==> src/hdl/npcs_pkg.sv <==
// shared types and constants for the nearest palette colour search block
package npcs_pkg;

   localparam logic [7:0] RB_MASK = 8'hF8;
   localparam logic [7:0] G_MASK  = 8'hFC;
   localparam int unsigned DIST_W = 18;

   typedef enum logic {
      REQ_QUERY = 1'b0,
      REQ_WRITE = 1'b1
   } req_kind_type;

   typedef enum logic [1:0] {
      ST_IDLE,
      ST_SCAN,
      ST_DONE
   } state_type;

   typedef struct packed {
      logic write;
      logic start;
      logic issue;
      logic load;
   } cmd_type;

   typedef struct packed {
      logic last;
      logic pipe_busy;
      logic rsp_full;
   } sts_type;

endpackage

==> src/hdl/npcs_ctrl.sv <==
// controller state machine for request acceptance, scan and result hand-off
module npcs_ctrl (
   input  logic              clock,
   input  logic              reset,
   input  logic              req_valid,
   input  logic              req_type,
   output logic              req_stall,
   input  logic              rsp_stall,
   input  npcs_pkg::sts_type sts,
   output npcs_pkg::cmd_type cmd
);

   npcs_pkg::state_type state_ff, state_in;
   logic                accept;
   logic                out_free;

   assign accept   = req_valid && (state_ff == npcs_pkg::ST_IDLE);
   assign out_free = !sts.rsp_full || !rsp_stall;

   always_comb begin
      state_in = state_ff;
      unique case (state_ff)
         npcs_pkg::ST_IDLE: begin
            if (accept && req_type == npcs_pkg::REQ_QUERY) begin
               state_in = npcs_pkg::ST_SCAN;
            end
         end
         npcs_pkg::ST_SCAN: begin
            if (sts.last) begin
               state_in = npcs_pkg::ST_DONE;
            end
         end
         npcs_pkg::ST_DONE: begin
            if (!sts.pipe_busy && out_free) begin
               state_in = npcs_pkg::ST_IDLE;
            end
         end
         default: state_in = npcs_pkg::ST_IDLE;
      endcase
   end

   always_comb begin
      cmd       = '0;
      req_stall = 1'b1;
      unique case (state_ff)
         npcs_pkg::ST_IDLE: begin
            req_stall = 1'b0;
            cmd.write = accept && req_type == npcs_pkg::REQ_WRITE;
            cmd.start = accept && req_type == npcs_pkg::REQ_QUERY;
         end
         npcs_pkg::ST_SCAN: begin
            cmd.issue = 1'b1;
         end
         npcs_pkg::ST_DONE: begin
            cmd.load = !sts.pipe_busy && out_free;
         end
         default: begin
            req_stall = 1'b1;
         end
      endcase
   end

   always_ff @(posedge clock) begin
      if (reset) begin
         state_ff <= npcs_pkg::ST_IDLE;
      end else begin
         state_ff <= state_in;
      end
   end

endmodule
==> config.mk <==
export PLATFORM = sky130hd
export DESIGN_NAME = npcs_ctrl
export DESIGN_NICKNAME = d
export VERILOG_FILES = /design/src/hdl/npcs_pkg.sv /design/src/hdl/npcs_ctrl.sv
export SDC_FILE = /design/constraint.sdc
export NUM_CORES = 1
export LEC_CHECK = 0
export CORE_AREA = 2 2 39 41
export DETAILED_ROUTE_END_ITERATION = 8
export DIE_AREA = 0 0 41 43
export DONT_BUFFER_PORTS = 1
export GPL_ROUTABILITY_DRIVEN = 0
export PLACE_DENSITY = 0.3
export SETUP_SLACK_MARGIN = 0.05
export SLEW_MARGIN = 20
export SYNTH_ARGS = -nofsm -noshare
export SYNTH_HDL_FRONTEND = slang
export SYNTH_SLANG_ARGS = --single-unit
==> constraint.sdc <==
create_clock -name clock -period 2.9 [get_ports clock]
set_input_delay 0.58 -clock clock [delete_from_list [all_inputs] [get_ports clock]]
set_output_delay 0.58 -clock clock [all_outputs]
set_load 0.05 [all_outputs]
==> metrics.md <==
| Metric | Value |
|---|---|
| Post-synthesis xor/xnor area fraction | 0% |
| Number of synthesis warnings | 0 |
| Initial antenna violation count | 0 |
| # DRC | 0 |
| Crit-path max FO | 7 |
| Sw Ratio | 30.22% |
| WP data arrival | 1430 ps |
| Synth Area in Compound Gates | 22.61% |
| RSZ-0062 raised after global routing | no |
| CP max stage delay | 450 ps |
| Critical path cell sequence | or2_2 > nor3b_2 > buf_4 |
| Met1 wire length | 161 um |
| DR top layer | met4 |
| Post-Syn Instances | 14 |
| Family with the most delay on the worst path | simple AND/OR/NAND/NOR gates |
| Largest net degree at the start of global routing | 8 |
| HP Class | in2reg |
| DR pass1 iterations | 1 |
| Hold Slack | 421.0 ps |
| Final hold vios | 0 |
| P_leak | 0.07697 nW |
| Most flop-heavy register | state_ff |
| R2R depth | 2 |
| R2r startpoint | state_ff[0] |
| Total internal power | 0.08230 mW |
| Routed wl met2 | 124 um |
| Area Growth Syn to Fin | 46.96% |
| Largest registers | state_ff: 2 flops |
| Vias in the first global route | 155 |
| Critical Path Sink Type | output port |
| Share of post-route cells with drive strength above 1 | 63.16% |
| Vias | 143 |
| Hold depth | 1 |
| Fmax | 0.4973 GHz |
| CTS tree | built |
| Top-area cell type share of the netlist area | 27.83% |
| Clock sink count | 2 |
| Synth top area cells | dfxtp_1 28%, a211oi_2 8.7%, and4bb_2 8.7% |
| PwrDens | 557.8 nW/um2 |
| Most area-hungry cell type in the Yosys netlist | dfxtp_1 |
| PortBufs | 0 |
| Avg Cell Area, Syn | 10.28 um2 |
| Placed cell areas | 188.9 um2 |
| CP Depth | 3 |
| NetSw | 0.03564 mW |
| Largest register FFs | 2 |
| Tot GR Track Use | 6.018% |
| Full die area | 1763 um2 |
| Post-CTS Setup Repair Bufs | 0 |
| Sequential fraction of the synthesis area | 27.83% |
| Clk pin slew, worst setup/hold paths | 30 ps |
| Met3 Wirelength | 74 um |
| Adder-Cell Fraction of Synth Area | 0% |
| TritonCTS buffer count | 3 |
| Starting Density | 10.40% |
| R2R Setup Slk | 1840 ps |
| Die X | 41 um |
| Post-Syn Nets | 22 |
| ANT cells | 0 |
| Post-layout minimum cycle time | 2011 ps |
| Worst Setup Start Kind | flop |
| Worst Tran Pin Value | 300.1 ps |
| Fin worst setup slack | 889.1 ps |
| Final slew viol count | 0 |
| # IOs | 13 |
| Endpoints failing setup | 0 |
| Global-route wire length before repair | 565 um |
| Worst-Skew Late Latency | 220 ps |
| Total detailed-routing wirelength | 385 um |
| Slowest cell on crit path | or2_2 |
| DR vias/cell | 4.086 |
| Combinational power share | 21.6% |
| Clock share of power | 52.1% |
| DP HPWL | 290.1 um |
| Post-Synth Simple-Gate Area | 49.57% |
| Multiplexer area fraction after synthesis | 0% |
| Initial drt markers | 0 |
| Post-Syn Area | 143.9 um2 |
| Power, Total | 0.1179 mW |
| Number of nets in the layout | 29 |
| CTS H-tree depth | 1 |
| CTS Hold Buffers Added | 0 |
| Tcrit/Tclk final | 69.34% |
| Avg WL per Cell | 11.00 um |
| CP bufs+invs | 1 |
| Die Height | 43 um |
| Headroom to the max-slew limit | 80.04% |
| Worst flop-to-flop path endpoint | state_ff[0] |
| Fin cells | 35 |
| DP Cell Count | 32 |
| Data required time of the worst path | 2320 ps |
| HP Start | reset |
| Setup TNS | 0 ps |
| Root Buffer | clkbuf_4 |
| Clk buf depth | 2 |
| Setup CP Type | reg2out |
| Pre-CTS setup slack | 1121 ps |
| Power share of the sequential group | 26.3% |
| Clock Skews | 0.3401 ps |
| Endpoint, Worst Hold | state_ff[0] |
| Number of distinct library cells after synthesis | 13 |
| Post-cts sizing count | 0 |
| Run status | complete, no violations |
| Final Cell Area | 211.5 um2 |
| Largest family of logic cells by synthesized area | simple AND/OR/NAND/NOR gates |
| Peak VDD IR | 0.09201 mV |
| GR Overflow Total | 0 |
| Core Region | 1384 um2 |
| Std cell rows | 14 |
| Antenna-violating nets left | 0 |
| Max-cap violations | 0 |
| Fin util | 15.28% |
| Yosys reg bits | 2 |
[placed cells by master, fill, tap and decap left out, drive strengths merged]
cell,Yosys,final
nor3b,1,1
or2b,2,2
and2b,1,1
clkbuf,0,3
or2,1,1
dfxtp,2,2
a211oi,2,2
or4bb,1,1
buf,0,2
and4bb,1,1
a21oi,1,1
o31ai,1,1
or3b,1,1
[synthesized netlist by cell type]
library cell  n
nor3b_1       1
or2_2         1
a211oi_2      1
o31ai_1       1
a21oi_1       1
or2b_1        1
and4bb_2      1
a211oi_1      1
dfxtp_1       2
or4bb_1       1
and2b_2       1
or2b_2        1
or3b_1        1
[how the worst max path moves through the flow]
| stage | start | to | slack (ps) |
|---|---|---|---|
| floorplan | state_ff[0] | cmd[2] | 370 |
| global placement | state_ff[0] | cmd[2] | 1150 |
| detailed placement | state_ff[0] | cmd[2] | 1120 |
| CTS | state_ff[0] | cmd[2] | 870 |
| global route | state_ff[0] | cmd[2] | 810 |
| finish | state_ff[0] | cmd[2] | 890 |
[power by group through the flow]
stage | Combinational [mW] | Clock, mW | Sequential [mW]
6_report | 0.0255 | 0.0615 | 0.0310
5_1_grt | 0.0267 | 0.0707 | 0.0311
4_1_cts | 0.0257 | 0.0661 | 0.0309
3_5_place_dp | 0.0255 | 0 | 0.0313
3_3_place_gp | 0.0255 | 0 | 0.0309
2_1_floorplan | 0.0224 | 0 | 0.0305
[cells by family (layout without fill, tap and decap cells)]
logic type | after synthesis | after routing
buffers and inverters | 0 | 5
flip-flops | 2 | 2
AND/OR/NAND/NOR | 8 | 8
AO/OA/AOI/OAI | 4 | 4
[area by class of cell]
class / count / area [um2]
fillers: 157 / 1172
clock buffers: 3 / 22.52
well taps: 16 / 20.02
flip-flops and latches: 2 / 40.04
multi-input cells: 12 / 113.9
repair buffers: 2 / 15.01
[worst register-to-register path, cell delays in order, from the launching register on]
cell	delay, ps
dfxtp_1	340
or3b_1	410
a211oi_2	220
[metal layers]
| metal | global-route usage (%) | up-vias |
|---|---|---|
| li1 | - | 68 |
| met1 | 5.769 | 58 |
| met2 | 5.000 | 15 |
| met3 | 5.759 | 2 |
| met4 | 10.00 | 0 |
| met5 | 0 | - |
No activity file was read; power rests on OpenSTA's default activity.
